**src/sv/wal_pkg.sv**
```systemverilog
// ----------------------------------------------------------------------------
// wal_pkg
// Shared types and constants of the write-ahead log controller: result kinds,
// register indexes, sequencer states and the records between its modules.
// ----------------------------------------------------------------------------
package wal_pkg;

	localparam int LOG_ENTRIES_DEF = 16;
	localparam int CNT_W = 5;
	localparam int ADDR_W = 32;
	localparam int KIND_W = 4;
	localparam int ACT_W = 2;
	localparam int CFG_IDX_W = 2;

	localparam logic [CNT_W-1:0] OPS_MAX = 5'd31;

	// action codes
	localparam logic [ACT_W-1:0] ACT_BEGIN = 2'd0;
	localparam logic [ACT_W-1:0] ACT_END = 2'd1;
	localparam logic [ACT_W-1:0] ACT_WRITE = 2'd2;

	// register indexes
	localparam logic [CFG_IDX_W-1:0] REG_LOG_START = 2'd0;
	localparam logic [CFG_IDX_W-1:0] REG_LOG_SIZE = 2'd1;
	localparam logic [CFG_IDX_W-1:0] REG_OPS_RESERVE = 2'd2;

	localparam logic [CNT_W-1:0] LOG_SIZE_RST = 5'd16;
	localparam logic [CNT_W-1:0] OPS_RESERVE_RST = 5'd4;

	typedef enum logic [KIND_W-1:0] {
		K_GRANT = 4'd0,
		K_WAIT = 4'd1,
		K_END = 4'd2,
		K_ABSORB = 4'd3,
		K_ADD = 4'd4,
		K_COPY = 4'd5,
		K_HEAD = 4'd6,
		K_INSTALL = 4'd7,
		K_CLEAR = 4'd8,
		K_ERROR = 4'd9
	} kind_t;

	typedef enum logic [2:0] {
		ST_IDLE,
		ST_EXEC,
		ST_SEARCH,
		ST_COPY,
		ST_HEAD,
		ST_INSTALL,
		ST_CLEAR
	} state_t;

	typedef struct packed {
		logic [ADDR_W-1:0] log_start;
		logic [CNT_W-1:0] log_size;
		logic [CNT_W-1:0] ops_reserve;
	} cfg_t;

	typedef struct packed {
		logic we;
		logic [CNT_W-1:0] idx;
		logic [ADDR_W-1:0] key;
	} tbl_req_t;

	typedef struct packed {
		logic hit;
		logic [ADDR_W-1:0] data;
	} tbl_rsp_t;

endpackage

```
**src/sv/wal_table.sv**
```systemverilog
// ----------------------------------------------------------------------------
// wal_table
// Block number table with one write port and one read port on a shared
// index, and the shared equality compare used by the sequential search.
// ----------------------------------------------------------------------------
module wal_table #(
	parameter int LOG_ENTRIES = wal_pkg::LOG_ENTRIES_DEF
) (
	input  logic              clk,
	input  wal_pkg::tbl_req_t req,
	output wal_pkg::tbl_rsp_t rsp
);

	localparam int IDX_W = (LOG_ENTRIES > 1) ? $clog2(LOG_ENTRIES) : 1;

	logic [wal_pkg::ADDR_W-1:0] table_q [LOG_ENTRIES];
	logic [IDX_W-1:0] idx;

	assign idx = req.idx[IDX_W-1:0];

	always_ff @(posedge clk) begin
		if (req.we) begin
			table_q[idx] <= req.key;
		end
	end

	assign rsp.data = table_q[idx];
	assign rsp.hit = (table_q[idx] == req.key);

endmodule

```
**src/sv/wal_ctrl.sv**
```systemverilog
// ----------------------------------------------------------------------------
// wal_ctrl
// Sequencer of the log controller: admission, table search, commit run and
// the output register.
// ----------------------------------------------------------------------------
module wal_ctrl #(
	parameter int LOG_ENTRIES = wal_pkg::LOG_ENTRIES_DEF
) (
	input  logic                        clk,
	input  logic                        arst_n,
	input  wal_pkg::cfg_t               cfg,
	input  logic                        in_valid,
	output logic                        in_ready,
	input  logic [wal_pkg::ACT_W-1:0]   action,
	input  logic [wal_pkg::ADDR_W-1:0]  block_number,
	output logic                        out_valid,
	input  logic                        out_ready,
	output logic [wal_pkg::KIND_W-1:0]  kind,
	output logic [wal_pkg::ADDR_W-1:0]  home_block,
	output logic [wal_pkg::ADDR_W-1:0]  log_block,
	output logic [wal_pkg::CNT_W-1:0]   head_count,
	output logic                        last,
	output wal_pkg::tbl_req_t           tbl_req,
	input  wal_pkg::tbl_rsp_t           tbl_rsp
);

	localparam logic [wal_pkg::CNT_W-1:0] ENTRIES = wal_pkg::CNT_W'(LOG_ENTRIES);

	wal_pkg::state_t state_q, state_d;
	logic [wal_pkg::ACT_W-1:0] act_q;
	logic [wal_pkg::ADDR_W-1:0] blk_q;
	logic [wal_pkg::CNT_W-1:0] idx_q, idx_d;
	logic [wal_pkg::CNT_W-1:0] cnt_q, cnt_d;
	logic [wal_pkg::CNT_W-1:0] ops_q, ops_d;

	logic out_valid_q;
	wal_pkg::kind_t kind_q, kind_d;
	logic [wal_pkg::ADDR_W-1:0] home_q, home_d;
	logic [wal_pkg::ADDR_W-1:0] lblk_q, lblk_d;
	logic [wal_pkg::CNT_W-1:0] hcnt_q, hcnt_d;
	logic last_q, last_d;
	logic emit;
	logic out_free;

	logic [wal_pkg::CNT_W-1:0] cap;
	logic [10:0] prod;
	logic [11:0] need;
	logic [wal_pkg::ADDR_W-1:0] slot_addr;
	logic idx_end;

	assign cap = (cfg.log_size < ENTRIES) ? cfg.log_size : ENTRIES;
	assign prod = 11'({1'b0, ops_q} + 6'd1) * 11'(cfg.ops_reserve);
	assign need = 12'(prod) + 12'(cnt_q);
	assign slot_addr = cfg.log_start + wal_pkg::ADDR_W'(idx_q) + 32'd1;
	assign idx_end = (idx_q == cnt_q - 5'd1);

	assign out_free = !out_valid_q || out_ready;
	assign in_ready = (state_q == wal_pkg::ST_IDLE);

	always_comb begin
		state_d = state_q;
		idx_d = idx_q;
		cnt_d = cnt_q;
		ops_d = ops_q;
		emit = 1'b0;
		kind_d = wal_pkg::K_ERROR;
		home_d = '0;
		lblk_d = '0;
		hcnt_d = '0;
		last_d = 1'b1;
		tbl_req.we = 1'b0;
		tbl_req.idx = idx_q;
		tbl_req.key = blk_q;
		unique case (state_q)
			wal_pkg::ST_IDLE: begin
				if (in_valid) begin
					state_d = wal_pkg::ST_EXEC;
				end
			end
			wal_pkg::ST_EXEC: begin
				idx_d = '0;
				if (out_free) begin
					unique case (act_q)
						wal_pkg::ACT_BEGIN: begin
							emit = 1'b1;
							state_d = wal_pkg::ST_IDLE;
							if (ops_q >= wal_pkg::OPS_MAX || need > 12'(cap)) begin
								kind_d = wal_pkg::K_WAIT;
							end else begin
								kind_d = wal_pkg::K_GRANT;
								ops_d = ops_q + 5'd1;
							end
						end
						wal_pkg::ACT_END: begin
							if (ops_q == '0) begin
								emit = 1'b1;
								state_d = wal_pkg::ST_IDLE;
							end else begin
								ops_d = ops_q - 5'd1;
								if (ops_q != 5'd1 || cnt_q == '0) begin
									emit = 1'b1;
									kind_d = wal_pkg::K_END;
									state_d = wal_pkg::ST_IDLE;
								end else begin
									state_d = wal_pkg::ST_COPY;
								end
							end
						end
						wal_pkg::ACT_WRITE: begin
							if (cnt_q >= cap || ops_q == '0) begin
								emit = 1'b1;
								state_d = wal_pkg::ST_IDLE;
							end else begin
								state_d = wal_pkg::ST_SEARCH;
							end
						end
						default: begin
							emit = 1'b1;
							state_d = wal_pkg::ST_IDLE;
						end
					endcase
				end
			end
			wal_pkg::ST_SEARCH: begin
				home_d = blk_q;
				lblk_d = slot_addr;
				if (idx_q == cnt_q) begin
					if (out_free) begin
						emit = 1'b1;
						kind_d = wal_pkg::K_ADD;
						tbl_req.we = 1'b1;
						cnt_d = idx_q + 5'd1;
						state_d = wal_pkg::ST_IDLE;
					end
				end else if (tbl_rsp.hit) begin
					if (out_free) begin
						emit = 1'b1;
						kind_d = wal_pkg::K_ABSORB;
						state_d = wal_pkg::ST_IDLE;
					end
				end else begin
					idx_d = idx_q + 5'd1;
				end
			end
			wal_pkg::ST_COPY: begin
				kind_d = wal_pkg::K_COPY;
				home_d = tbl_rsp.data;
				lblk_d = slot_addr;
				last_d = 1'b0;
				if (out_free) begin
					emit = 1'b1;
					if (idx_end) begin
						idx_d = '0;
						state_d = wal_pkg::ST_HEAD;
					end else begin
						idx_d = idx_q + 5'd1;
					end
				end
			end
			wal_pkg::ST_HEAD: begin
				kind_d = wal_pkg::K_HEAD;
				lblk_d = cfg.log_start;
				hcnt_d = cnt_q;
				last_d = 1'b0;
				if (out_free) begin
					emit = 1'b1;
					state_d = wal_pkg::ST_INSTALL;
				end
			end
			wal_pkg::ST_INSTALL: begin
				kind_d = wal_pkg::K_INSTALL;
				home_d = tbl_rsp.data;
				lblk_d = slot_addr;
				last_d = 1'b0;
				if (out_free) begin
					emit = 1'b1;
					if (idx_end) begin
						state_d = wal_pkg::ST_CLEAR;
					end else begin
						idx_d = idx_q + 5'd1;
					end
				end
			end
			wal_pkg::ST_CLEAR: begin
				kind_d = wal_pkg::K_CLEAR;
				lblk_d = cfg.log_start;
				if (out_free) begin
					emit = 1'b1;
					cnt_d = '0;
					state_d = wal_pkg::ST_IDLE;
				end
			end
			default: begin
				state_d = wal_pkg::ST_IDLE;
			end
		endcase
	end

	always_ff @(posedge clk or negedge arst_n) begin
		if (!arst_n) begin
			state_q <= wal_pkg::ST_IDLE;
			idx_q <= '0;
			cnt_q <= '0;
			ops_q <= '0;
			out_valid_q <= 1'b0;
		end else begin
			state_q <= state_d;
			idx_q <= idx_d;
			cnt_q <= cnt_d;
			ops_q <= ops_d;
			if (emit) begin
				out_valid_q <= 1'b1;
			end else if (out_ready) begin
				out_valid_q <= 1'b0;
			end
		end
	end

	// payload registers
	always_ff @(posedge clk) begin
		if (in_valid && in_ready) begin
			act_q <= action;
			blk_q <= block_number;
		end
		if (emit) begin
			kind_q <= kind_d;
			home_q <= home_d;
			lblk_q <= lblk_d;
			hcnt_q <= hcnt_d;
			last_q <= last_d;
		end
	end

	assign out_valid = out_valid_q;
	assign kind = kind_q;
	assign home_block = home_q;
	assign log_block = lblk_q;
	assign head_count = hcnt_q;
	assign last = last_q;

endmodule

```
**src/sv/write_ahead_log_controller_unit.sv**
```systemverilog
// ----------------------------------------------------------------------------
// write_ahead_log_controller_unit
// Journaling log controller with group commit: admits operations, collects
// logged block numbers and emits the commit run when the last one ends.
// ----------------------------------------------------------------------------
// Channels: an input channel (action, block_number), a result channel
// (kind, home_block, log_block, head_count, last) and a register write
// channel (cfg_index, cfg_data), each a valid/ready transfer.
// One input item is taken at a time; in_ready is high only while the
// sequencer is idle. Every item gives one or more results, the final one
// flagged by last.
// Begin, end and error items are decoded in the exec state, and their result
// is held in the output register. A write walks the table one entry a cycle
// through a single comparator. A final end with n entries gives 2*n + 2
// results, one per cycle while the receiver is ready; the copy and install
// results are addressed by one shared slot adder.
// A stalled receiver holds the output register and the sequencer waits
// in place; nothing is dropped. Register writes are always taken.
// Reset clears the entry and operation counts and loads the register
// defaults; the table needs no clearing since only filled entries are read.
module write_ahead_log_controller_unit #(
	parameter int LOG_ENTRIES = wal_pkg::LOG_ENTRIES_DEF
) (
	input  logic                          clk,
	input  logic                          arst_n,
	input  logic                          in_valid,
	output logic                          in_ready,
	input  logic [wal_pkg::ACT_W-1:0]     action,
	input  logic [wal_pkg::ADDR_W-1:0]    block_number,
	output logic                          out_valid,
	input  logic                          out_ready,
	output logic [wal_pkg::KIND_W-1:0]    kind,
	output logic [wal_pkg::ADDR_W-1:0]    home_block,
	output logic [wal_pkg::ADDR_W-1:0]    log_block,
	output logic [wal_pkg::CNT_W-1:0]     head_count,
	output logic                          last,
	input  logic                          cfg_valid,
	output logic                          cfg_ready,
	input  logic [wal_pkg::CFG_IDX_W-1:0] cfg_index,
	input  logic [wal_pkg::ADDR_W-1:0]    cfg_data
);

	wal_pkg::cfg_t cfg_q;
	wal_pkg::tbl_req_t tbl_req;
	wal_pkg::tbl_rsp_t tbl_rsp;

	assign cfg_ready = 1'b1;

	always_ff @(posedge clk or negedge arst_n) begin
		if (!arst_n) begin
			cfg_q.log_start <= '0;
			cfg_q.log_size <= wal_pkg::LOG_SIZE_RST;
			cfg_q.ops_reserve <= wal_pkg::OPS_RESERVE_RST;
		end else if (cfg_valid && cfg_ready) begin
			unique case (cfg_index)
				wal_pkg::REG_LOG_START: cfg_q.log_start <= cfg_data;
				wal_pkg::REG_LOG_SIZE: cfg_q.log_size <= cfg_data[wal_pkg::CNT_W-1:0];
				wal_pkg::REG_OPS_RESERVE: cfg_q.ops_reserve <= cfg_data[wal_pkg::CNT_W-1:0];
				default: begin
				end
			endcase
		end
	end

	wal_ctrl #(
		.LOG_ENTRIES(LOG_ENTRIES)
	) u_ctrl (
		.clk(clk),
		.arst_n(arst_n),
		.cfg(cfg_q),
		.in_valid(in_valid),
		.in_ready(in_ready),
		.action(action),
		.block_number(block_number),
		.out_valid(out_valid),
		.out_ready(out_ready),
		.kind(kind),
		.home_block(home_block),
		.log_block(log_block),
		.head_count(head_count),
		.last(last),
		.tbl_req(tbl_req),
		.tbl_rsp(tbl_rsp)
	);

	wal_table #(
		.LOG_ENTRIES(LOG_ENTRIES)
	) u_table (
		.clk(clk),
		.req(tbl_req),
		.rsp(tbl_rsp)
	);

endmodule

```
**config.mk**
```make
export PLATFORM = sky130hd
export DESIGN_NAME = write_ahead_log_controller_unit
export DESIGN_NICKNAME = d
export VERILOG_FILES = /design/src/sv/wal_pkg.sv /design/src/sv/wal_table.sv /design/src/sv/wal_ctrl.sv /design/src/sv/write_ahead_log_controller_unit.sv
export SDC_FILE = /design/constraint.sdc
export NUM_CORES = 1
export LEC_CHECK = 0
export BUFFER_PORTS_ARGS = -buffer_cell sky130_fd_sc_hd__buf_4
export CORE_ASPECT_RATIO = 1.4
export CORE_UTILIZATION = 44
export DETAILED_ROUTE_END_ITERATION = 16
export SKIP_CTS_REPAIR_TIMING = 1
export SYNTH_ARGS = -nofsm -noshare
export SYNTH_HDL_FRONTEND = slang
export SYNTH_HIERARCHICAL = 1
export SYNTH_SLANG_ARGS = --single-unit
export TNS_END_PERCENT = 20
```
**constraint.sdc**
```tcl
create_clock -name clk -period 6.45 [get_ports clk]
set_input_delay 0.3225 -clock clk [delete_from_list [all_inputs] [get_ports clk]]
set_output_delay 0.3225 -clock clk [all_outputs]
set_load 0.01 [all_outputs]
```
==> metrics.md, run 1 <==
| Metric | Value |
|---|---|
| Endpoint of the most critical register-to-register path | `u_ctrl/log_block[21]$_DFFE_PP_` |
| I/O pin total | `150` |
| Last weighted congestion value of the routability-driven placer | `0.837` |
| Clock latency on the worst-skew pair | `0.62 ns` |
| Detailed-route vias per instance | `5.81` |
| Vias | `approximately 17000` |
| Final hold slack | `0.257 ns` |
| Post-DP HPWL | `around 46000 µm` |
| CTS sink count | `681` |
| Gate count of the mapped netlist | `1747` |
| P_leak | `12.3 nW` |
| Top cells by area, synth | `sky130_fd_sc_hd__edfxtp_1 63%, sky130_fd_sc_hd__mux4_2 7.9%, sky130_fd_sc_hd__dfrtp_1 5.0%` |
| Stage delay of the slowest cell on the critical path | `1.03 ns` |
| Dominant synthesized flop cell | `sky130_fd_sc_hd__edfxtp_1` |
| Data arrival time of the critical path | `5.59 ns` |
| Cells along the critical path | `buf_12, mux4_2, mux2_2, xor2_1, nor4_1, a31oi_1, nor3_2, or2_2, a211oi_1, a311o_1, nor2_4, buf_4` |
| Largest area contributor in the synthesized netlist | `sky130_fd_sc_hd__edfxtp_1` |
| FFs w/ async S/R, synth | `0.0896` |
| Timing endpoint of the critical path | `u_ctrl/log_block[21]$_DFFE_PP_` |
| Number of buffers added by the clock tree synthesis step | `69` |
| Residual DRC count | `0` |
| Synth cell types | `83` |
| Largest clock skew in the final design | `0.0219 ns` |
| Synth top area share | `0.627` |
| Peak Freq | `approximately 0.19 GHz` |
| First-pass GRT wire length | `111000 µm` |
| # diodes | `0` |
| Total routing resource utilization after global routing | `0.221` |
| Largest vdd supply drop | `282 µV` |
| Root Buffer | `sky130_fd_sc_hd__clkbuf_16` |
| Count of flip-flops with a built-in enable after synthesis | `between 600 and 700` |
| Share of the clock period used by the worst path | `0.829` |
| Count of cells along the worst register-to-register path | `12` |
| Mean routed wirelength per cell | `25.7 µm` |
| Final hold vios | `0` |
| Number of nets in the layout | `2146` |
| Setup tns final | `0 ns` |
| Power per unit of standard cell area | `430 nW/µm²` |
| Worst slew margin relative to its limit | `0.246` |
| First element of the critical path | `u_ctrl/idx_q[0]$_DFFE_PN0P_` |
| Remaining antenna violation count after routing | `0` |
| Die X-Extent | `between 200 and 250 µm` |
| Min-delay worst type | `in -> reg` |
| Number of max-slew violations in the final report | `0` |
| Number of storage elements in the synthesis netlist | `681` |
| Critical path class | `reg -> reg` |
| Largest fanout on the critical path | `41` |
| Initial antenna violation count | `1` |
| Rows | `~110` |
| Area of the die | `68500 µm²` |
| Category of the worst setup path capture point | `register` |
| Register-to-register setup slack | `1.10 ns` |
| Outcome | `finished clean` |
| Worst path required time | `around 6.7 ns` |
| Clock-pin slew on the worst setup and hold paths | `~0.06 ns` |
| Number of buffers added on ports | `148` |
| Slowest library cell on the worst path | `sky130_fd_sc_hd__dfrtp_4` |
| Total length of routed wires | `74900 µm` |
| Register area share after synthesis | `0.678` |
| Initial detailed-routing violation count | `1239` |
| Mapped Avg Cell Area | `17.0 µm²` |
| Critical register-to-register path startpoint | `u_ctrl/idx_q[0]$_DFFE_PN0P_` |
| Fin crit period | `5.35 ns` |
| Congestion Overflow GR | `0` |
| Fraction of layout cells with a size suffix above 1 | `0.245` |
| Post-Synthesis Cell Area | `29700 µm²` |
| Setup repair after global routing missed its margin | `false` |
| Commonest cells in the synthesized netlist | `620 x sky130_fd_sc_hd__edfxtp_1, 104 x sky130_fd_sc_hd__mux4_2, 82 x sky130_fd_sc_hd__mux2i_1` |
| Pin count of the biggest net entering global routing | `62` |
| TritonCTS clock tree | `yes` |
| Post-synthesis net count | `1885` |
| Startpoint Class | `register` |
| Initial core utilization | `0.445` |
| Top-count cell post-synth | `sky130_fd_sc_hd__edfxtp_1` |
| Synth-to-Final Area Change | `18.0%` |
| Maximum level of the CTS H-tree | `3` |
| Die extent in y | `309 µm` |
| Number of iterations in the first detailed-routing pass | `5` |
| Slew of the pin with the lowest slew margin | `1.13 ns` |
| Buffer levels on the longest clock path | `3` |
| Final setup violating endpoints | `0` |
| Core ar. | `66700 µm²` |
| Number of global-route vias before repair | `17334` |
| Synth warn | `6` |
| Max-capacitance violation count | `0` |
==> report_power, final <==
part	internal, mW	switching, mW	leakage (nW)	total, mW
Combinational	2.23	2.79	4.86	5.02
Sequential	5.42	0.509	6.37	5.93
Clock	2.40	1.73	1.12	4.12
==> worst min path at each step <==
stage | slack [ns] | from | cells past startpoint | endpoint
after floorplan | 0.03 | arst_n | 0 | cfg_q[0]$_DFFE_PN0P_
after global placement | 0.49 | arst_n | 1 | u_ctrl/ops_q[2]$_DFFE_PN0P_
after detailed placement | 0.48 | arst_n | 1 | u_ctrl/ops_q[2]$_DFFE_PN0P_
after CTS | -0.19 | arst_n | 1 | u_ctrl/ops_q[2]$_DFFE_PN0P_
after global routing | 0.26 | cfg_valid | 3 | cfg_q[0]$_DFFE_PN0P_
final | 0.26 | cfg_valid | 3 | cfg_q[2]$_DFFE_PN1P_
==> worst max-delay path, delay by kind of cell (launching register included) <==
kind / cells / cell delay (ns)
and+or+nand+nor: 4 / 1.38
DFF: 1 / 1.03
muxes: 2 / 0.84
buffers and inverters: 2 / 0.80
AOI/OAI and AO/OA: 3 / 0.72
xor gates and xnor gates: 1 / 0.15
==> layout by cell type (no fill, tap or decap), types with 8 or more instances in the layout <==
master / synthesis / final
sky130_fd_sc_hd__dlygate4sd3_1: 0 / 67
sky130_fd_sc_hd__a221oi_1: 8 / 8
sky130_fd_sc_hd__bufinv_16: 0 / 10
sky130_fd_sc_hd__edfxtp_1: 620 / 620
sky130_fd_sc_hd__and2_1: 19 / 19
sky130_fd_sc_hd__clkbuf_16: 0 / 69
sky130_fd_sc_hd__nor3_1: 25 / 21
sky130_fd_sc_hd__nand3_1: 29 / 29
sky130_fd_sc_hd__inv_1: 42 / 42
sky130_fd_sc_hd__fa_1: 18 / 18
sky130_fd_sc_hd__clkinv_2: 0 / 9
sky130_fd_sc_hd__o21ai_0: 51 / 50
sky130_fd_sc_hd__clkbuf_1: 39 / 14
sky130_fd_sc_hd__a31oi_1: 13 / 13
sky130_fd_sc_hd__buf_4: 8 / 196
sky130_fd_sc_hd__xnor2_1: 32 / 32
sky130_fd_sc_hd__mux2i_1: 82 / 82
sky130_fd_sc_hd__a22o_1: 34 / 34
sky130_fd_sc_hd__xor2_1: 38 / 38
sky130_fd_sc_hd__mux2_2: 49 / 49
sky130_fd_sc_hd__nand2b_1: 13 / 13
sky130_fd_sc_hd__a21oi_1: 38 / 37
sky130_fd_sc_hd__mux4_1: 11 / 11
sky130_fd_sc_hd__nor2_1: 73 / 58
sky130_fd_sc_hd__dfrtp_1: 59 / 55
sky130_fd_sc_hd__nor2b_1: 16 / 16
sky130_fd_sc_hd__o21a_1: 13 / 13
sky130_fd_sc_hd__ha_1: 47 / 47
sky130_fd_sc_hd__mux4_2: 104 / 104
sky130_fd_sc_hd__and3_1: 10 / 9
sky130_fd_sc_hd__o31ai_1: 13 / 13
sky130_fd_sc_hd__nand4_1: 13 / 13
sky130_fd_sc_hd__clkinv_1: 2 / 14
sky130_fd_sc_hd__nor2_4: 1 / 15
sky130_fd_sc_hd__nand2_1: 80 / 80
sky130_fd_sc_hd__nor4_1: 9 / 9
==> cell type report <==
class	count	area [µm²]
fillers	5457	31700
flip-flops and latches	681	20200
clock buffers	83	1780
multi-input cells	942	9070
inverters	45	169
clock inverters	44	532
repair buffers	269	2260
well taps	855	1070
==> sequential cells by signal, summed over array words and instances (netlist names), 3 cells and up <==
name,cells
u_ctrl/blk_q,32
u_ctrl/ops_q,5
u_ctrl/idx_q,5
u_ctrl/home_block,32
u_ctrl/head_count,5
u_ctrl/log_block,32
u_ctrl/kind,4
u_table/table_q,512
u_ctrl/cnt_q,5
cfg_q,42
u_ctrl/state_q,3
==> stage by stage <==
step / power, mW / cell area (µm²) / util / std cells / setup slack, ns
2_1_floorplan: 9.36 / 29700 / - / 1747 / 1.05
5_1_grt: 15.9 / 35000 / 0.525 / 2919 / 0.860
4_1_cts: 15.2 / 34400 / 0.515 / 2852 / 1.09
6_report: 15.1 / 35000 / 0.525 / 2919 / 1.10
3_3_place_gp: 10.9 / 32100 / 0.481 / 2725 / 1.17
3_5_place_dp: 11.0 / 32100 / 0.481 / 2725 / 1.13
==> kinds of logic (layout without fill, tap and decap cells) <==
| logic type | count (synthesis) | in the layout | share of synthesized area |
|---|---|---|---|
| compound gates | 234 | 234 | 0.0555 |
| xor+xnor | 70 | 70 | 0.0206 |
| fa+ha+maj | 65 | 65 | 0.0319 |
| buf+inv | 124 | 441 | 0.0212 |
| flops | 681 | 681 | 0.678 |
| mux | 250 | 250 | 0.137 |
| other cells | 1 | 1 | 0.000126 |
| simple gates | 322 | 322 | 0.0554 |
==> per-layer routing <==
layer	vias to the layer above	global-route usage	wire length [µm]
met5	-	0	0
met3	130	0.0316	3490
met2	555	0.400	39400
met1	8845	0.270	29900
li1	7443	-	-
met4	0	0.0767	2150
Power figures use the tool's default switching activity.
==> inputs of run 2 (changes only) <==
Settings changed: ABC_AREA set to 1.
Clock period 6.45 ns to 4.8 ns, I/O delays scaled along.
==> metrics.md, run 2 <==
| Metric | Value |
|---|---|
| Outcome | `finished clean` |
| Post-DP HPWL | `52000 µm (+14%)` |
| Fraction of layout cells with a size suffix above 1 | `0.113 (-0.132)` |
| Endpoint of the most critical register-to-register path | `u_ctrl/ops_q[2]$_DFFE_PN0P_` |
| Largest area contributor in the synthesized netlist | `sky130_fd_sc_hd__edfxtp_1` |
| Number of max-slew violations in the final report | `0 (unchanged)` |
| P_leak | `15.4 nW (+25%)` |
| Number of storage elements in the synthesis netlist | `681 (unchanged)` |
| Commonest cells in the synthesized netlist | `1521 x sky130_fd_sc_hd__nand2_1, 620 x sky130_fd_sc_hd__edfxtp_1, 181 x sky130_fd_sc_hd__inv_1` |
| Count of cells along the worst register-to-register path | `22 (+10)` |
| Die extent in y | `316 µm (+2.3%)` |
| Initial core utilization | `0.447 (+0.00202)` |
| Residual DRC count | `0 (unchanged)` |
| Slew of the pin with the lowest slew margin | `1.09 ns (-0.0391 ns)` |
| Number of buffers added by the clock tree synthesis step | `69 (unchanged)` |
| Final standard cell area without fillers | `36700 µm² (+4.7%)` |
| Final setup violating endpoints | `0 (unchanged)` |
| Clock latency on the worst-skew pair | `0.62 ns (about the same)` |
| Number of flip-flops in the largest register | `512 (unchanged)` |
| Top cells by area, synth | `sky130_fd_sc_hd__edfxtp_1 60%, sky130_fd_sc_hd__nand2_1 18%, sky130_fd_sc_hd__dfrtp_1 4.8%` |
| First element of the critical path | `u_ctrl/ops_q[1]$_DFFE_PN0P_` |
| Largest registers in the final layout | `u_table/table_q (512), cfg_q (42)` |
| Final hold vios | `0 (unchanged)` |
| Rows | `114 (+1.8%)` |
| Mapped Avg Cell Area | `9.95 µm² (-41%)` |
| Worst Setup Slack, final | `0.308 ns (-0.797 ns)` |
| Top library cells by usage in the layout, fill and taps aside | `1518 x sky130_fd_sc_hd__nand2_1, 620 x sky130_fd_sc_hd__edfxtp_1, 193 x sky130_fd_sc_hd__buf_4` |
| Vias | `22497 (+33%)` |
| Largest clock skew in the final design | `0.0304 ns (+0.00845 ns)` |
| Synth top area share | `0.599 (-0.0276)` |
| I/O pin total | `150 (unchanged)` |
| Setup tns final | `0 ns (unchanged)` |
| Fin crit period | `4.49 ns (-0.853 ns)` |
| Top-count cell post-synth | `sky130_fd_sc_hd__nand2_1` |
| Gate count of the mapped netlist | `3123 (+79%)` |
| Register-to-register setup slack | `0.31 ns (-0.80 ns)` |
| Last weighted congestion value of the routability-driven placer | `0.882 (+5.4%)` |
| Synth warn | `6 (unchanged)` |
| Cell count of the worst hold path | `3 (unchanged)` |
| Most flops, register | `u_table/table_q` |
| First-pass GRT wire length | `128000 µm (+15%)` |
| Synth cell types | `45 (-46%)` |
| Maximum level of the CTS H-tree | `3 (unchanged)` |
| Die X-Extent | `227 µm (+2.3%)` |
| Critical register-to-register path startpoint | `u_ctrl/ops_q[1]$_DFFE_PN0P_` |
| Largest vdd supply drop | `369 µV (+31%)` |
| Post-Synthesis Cell Area | `31100 µm² (+4.6%)` |
| Core ar. | `69500 µm² (+4.1%)` |
| TritonCTS clock tree | `yes` |
| CTS sink count | `681 (unchanged)` |
| Buffer levels on the longest clock path | `3 (unchanged)` |
| Number of nets in the layout | `3500 (+63%)` |
| Share of the clock period used by the worst path | `0.936 (+0.107)` |
| Total routing resource utilization after global routing | `0.238 (+0.0174)` |
| Max-capacitance violation count | `0 (unchanged)` |
| Root Buffer | `sky130_fd_sc_hd__clkbuf_16` |
| Total length of routed wires | `84600 µm (+13%)` |
| Commonest non-fill, non-tap cell in the layout | `sky130_fd_sc_hd__nand2_1` |
| Data arrival time of the critical path | `4.98 ns (-0.61 ns)` |
| Number of iterations in the first detailed-routing pass | `8 (+3)` |
| Peak Freq | `0.223 GHz (+19%)` |
| Worst slew margin relative to its limit | `0.273 (+0.0268)` |
| Power per unit of standard cell area | `518 nW/µm² (+20%)` |
| Synth-to-Final Area Change | `18.2%` |
| Register area share after synthesis | `0.649 (-0.0299)` |
| Mean routed wirelength per cell | `19.5 µm (-24%)` |
| # diodes | `0 (unchanged)` |
| Final hold slack | `0.129 ns (-0.128 ns)` |
| Mux cell area share after synthesis | `0 (-0.137)` |
| Dominant synthesized flop cell | `sky130_fd_sc_hd__edfxtp_1` |
| Area of the die | `71700 µm² (+4.6%)` |
| FFs w/ async S/R, synth | `0.0896 (unchanged)` |
| Largest fanout on the critical path | `6 (-85%)` |
| Initial antenna violation count | `0 (-1)` |
| Area fraction in and, or, nand and nor cells after synthesis | `0.245 (+0.189)` |
| Worst-case setup slack after placement | `0.112 ns (-1.02 ns)` |
| Startpoint Class | `register` |
| Critical path class | `reg -> reg` |
| Detailed-route vias per instance | `5.18 (-11%)` |
| Number of global-route vias before repair | `21555 (+24%)` |
| Number of buffers added on ports | `148 (unchanged)` |
| Count of flip-flops with a built-in enable after synthesis | `620 (unchanged)` |
| Initial detailed-routing violation count | `1693 (+37%)` |
| Worst path required time | `5.29 ns (-1.40 ns)` |
| Fraction of the mapped netlist area in adder cells | `0.0305 (-0.00141)` |
| Setup repair after global routing missed its margin | `false` |
| Timing endpoint of the critical path | `u_ctrl/ops_q[2]$_DFFE_PN0P_` |
| Share of the synthesized area in compound gates (AO/OA/AOI/OAI) | `0.0297 (-0.0258)` |
| Min-delay worst type | `in -> reg` |
| Xor/xnor share of the synthesized area | `0.00395 (-0.0167)` |
| Fraction of the core area covered by cells at the end of the flow | `0.528 (+0.00308)` |
| Pin count of the biggest net entering global routing | `78 (+26%)` |
| Dominant combinational cell family by area after synthesis | `simple AND/OR/NAND/NOR gates` |
| Congestion Overflow GR | `0 (unchanged)` |
| Clock-pin slew on the worst setup and hold paths | `0.06 ns (about the same)` |
| Total of fill cells in the finished design | `6147 (+13%)` |
| Post-synthesis net count | `3261 (+73%)` |
| Placed cell areas | `33700 µm² (+5.0%)` |
| Remaining antenna violation count after routing | `0 (unchanged)` |
| Category of the worst setup path capture point | `register` |
[run 2: logic make-up after synthesis]
group / after synthesis
other: 1
and+or+nand+nor: 1911
adders and majority gates: 65
xor gates and xnor gates: 14
AOI/OAI and AO/OA: 142
DFF: 681
buffers and inverters: 309
[run 2: worst min-delay path by stage]
stage	startpoint	slack [ns]	end
3_5_place_dp	arst_n	0.40	u_ctrl/ops_q[3]$_DFFE_PN0P_
4_1_cts	arst_n	-0.25	u_ctrl/state_q[2]$_DFFE_PN0P_
3_3_place_gp	arst_n	0.40	u_ctrl/ops_q[4]$_DFFE_PN0P_
6_report	cfg_valid	0.13	cfg_q[10]$_DFFE_PN0P_
2_1_floorplan	arst_n	-0.06	cfg_q[0]$_DFFE_PN0P_
5_1_grt	cfg_valid	0.15	cfg_q[37]$_DFFE_PN0P_
[run 2: per-layer routing]
| layer | wire (µm) | vias to the layer above | track usage |
|---|---|---|---|
| met2 | 42700 | 721 | 0.414 |
| met5 | 0 | - | 0 |
| met4 | 2940 | 0 | 0.0997 |
| met3 | 4560 | 174 | 0.0327 |
| met1 | 34400 | 10824 | 0.297 |
| li1 | - | 10778 | - |
[run 2: area by class of cell]
type	instances	area (µm²)	area share
Clock inverter	48	479	0.0131
Sequential cell	681	20200	0.549
Clock buffer	79	1810	0.0492
Inverter	193	732	0.0199
Timing Repair Buffer	284	2570	0.0700
Multi-Input combinational cell	2133	9800	0.267
Tap cell	928	1160	0.0316
[run 2: stage by stage]
| stage | cells | power [mW] |
|---|---|---|
| after detailed placement | 4148 | 13.6 |
| after floorplan | 3123 | 11.4 |
| final | 4346 | 19.0 |
| after CTS | 4275 | 19.1 |
| after global placement | 4148 | 13.5 |
| after global routing | 4346 | 20.1 |
[run 2: where the power goes]
group | internal [mW] | leakage, nW | switching (mW)
clock | 3.20 | 1.12 | 2.29
sequential | 7.47 | 6.40 | 0.583
combinational | 1.97 | 7.91 | 3.48
[run 2: critical path, stage by stage, from the launching register on]
cell,delay [ns]
sky130_fd_sc_hd__dfrtp_1,0.44
sky130_fd_sc_hd__ha_2,0.23
sky130_fd_sc_hd__nand2_1,0.09
sky130_fd_sc_hd__nor2_2,0.05
sky130_fd_sc_hd__ha_4,0.29
sky130_fd_sc_hd__nand2_1,0.07
sky130_fd_sc_hd__fa_1,0.52
sky130_fd_sc_hd__fa_1,0.44
sky130_fd_sc_hd__fa_1,0.54
sky130_fd_sc_hd__inv_1,0.04
sky130_fd_sc_hd__ha_1,0.31
sky130_fd_sc_hd__buf_4,0.16
sky130_fd_sc_hd__or2_1,0.24
sky130_fd_sc_hd__nand3_1,0.12
sky130_fd_sc_hd__nand2_1,0.08
sky130_fd_sc_hd__nand2_1,0.06
sky130_fd_sc_hd__nand3_1,0.07
sky130_fd_sc_hd__nor2_1,0.10
sky130_fd_sc_hd__nand3_1,0.13
sky130_fd_sc_hd__nand2_2,0.15
sky130_fd_sc_hd__nand2_2,0.10
sky130_fd_sc_hd__nand2_1,0.10
sky130_fd_sc_hd__nand2_1,0.05
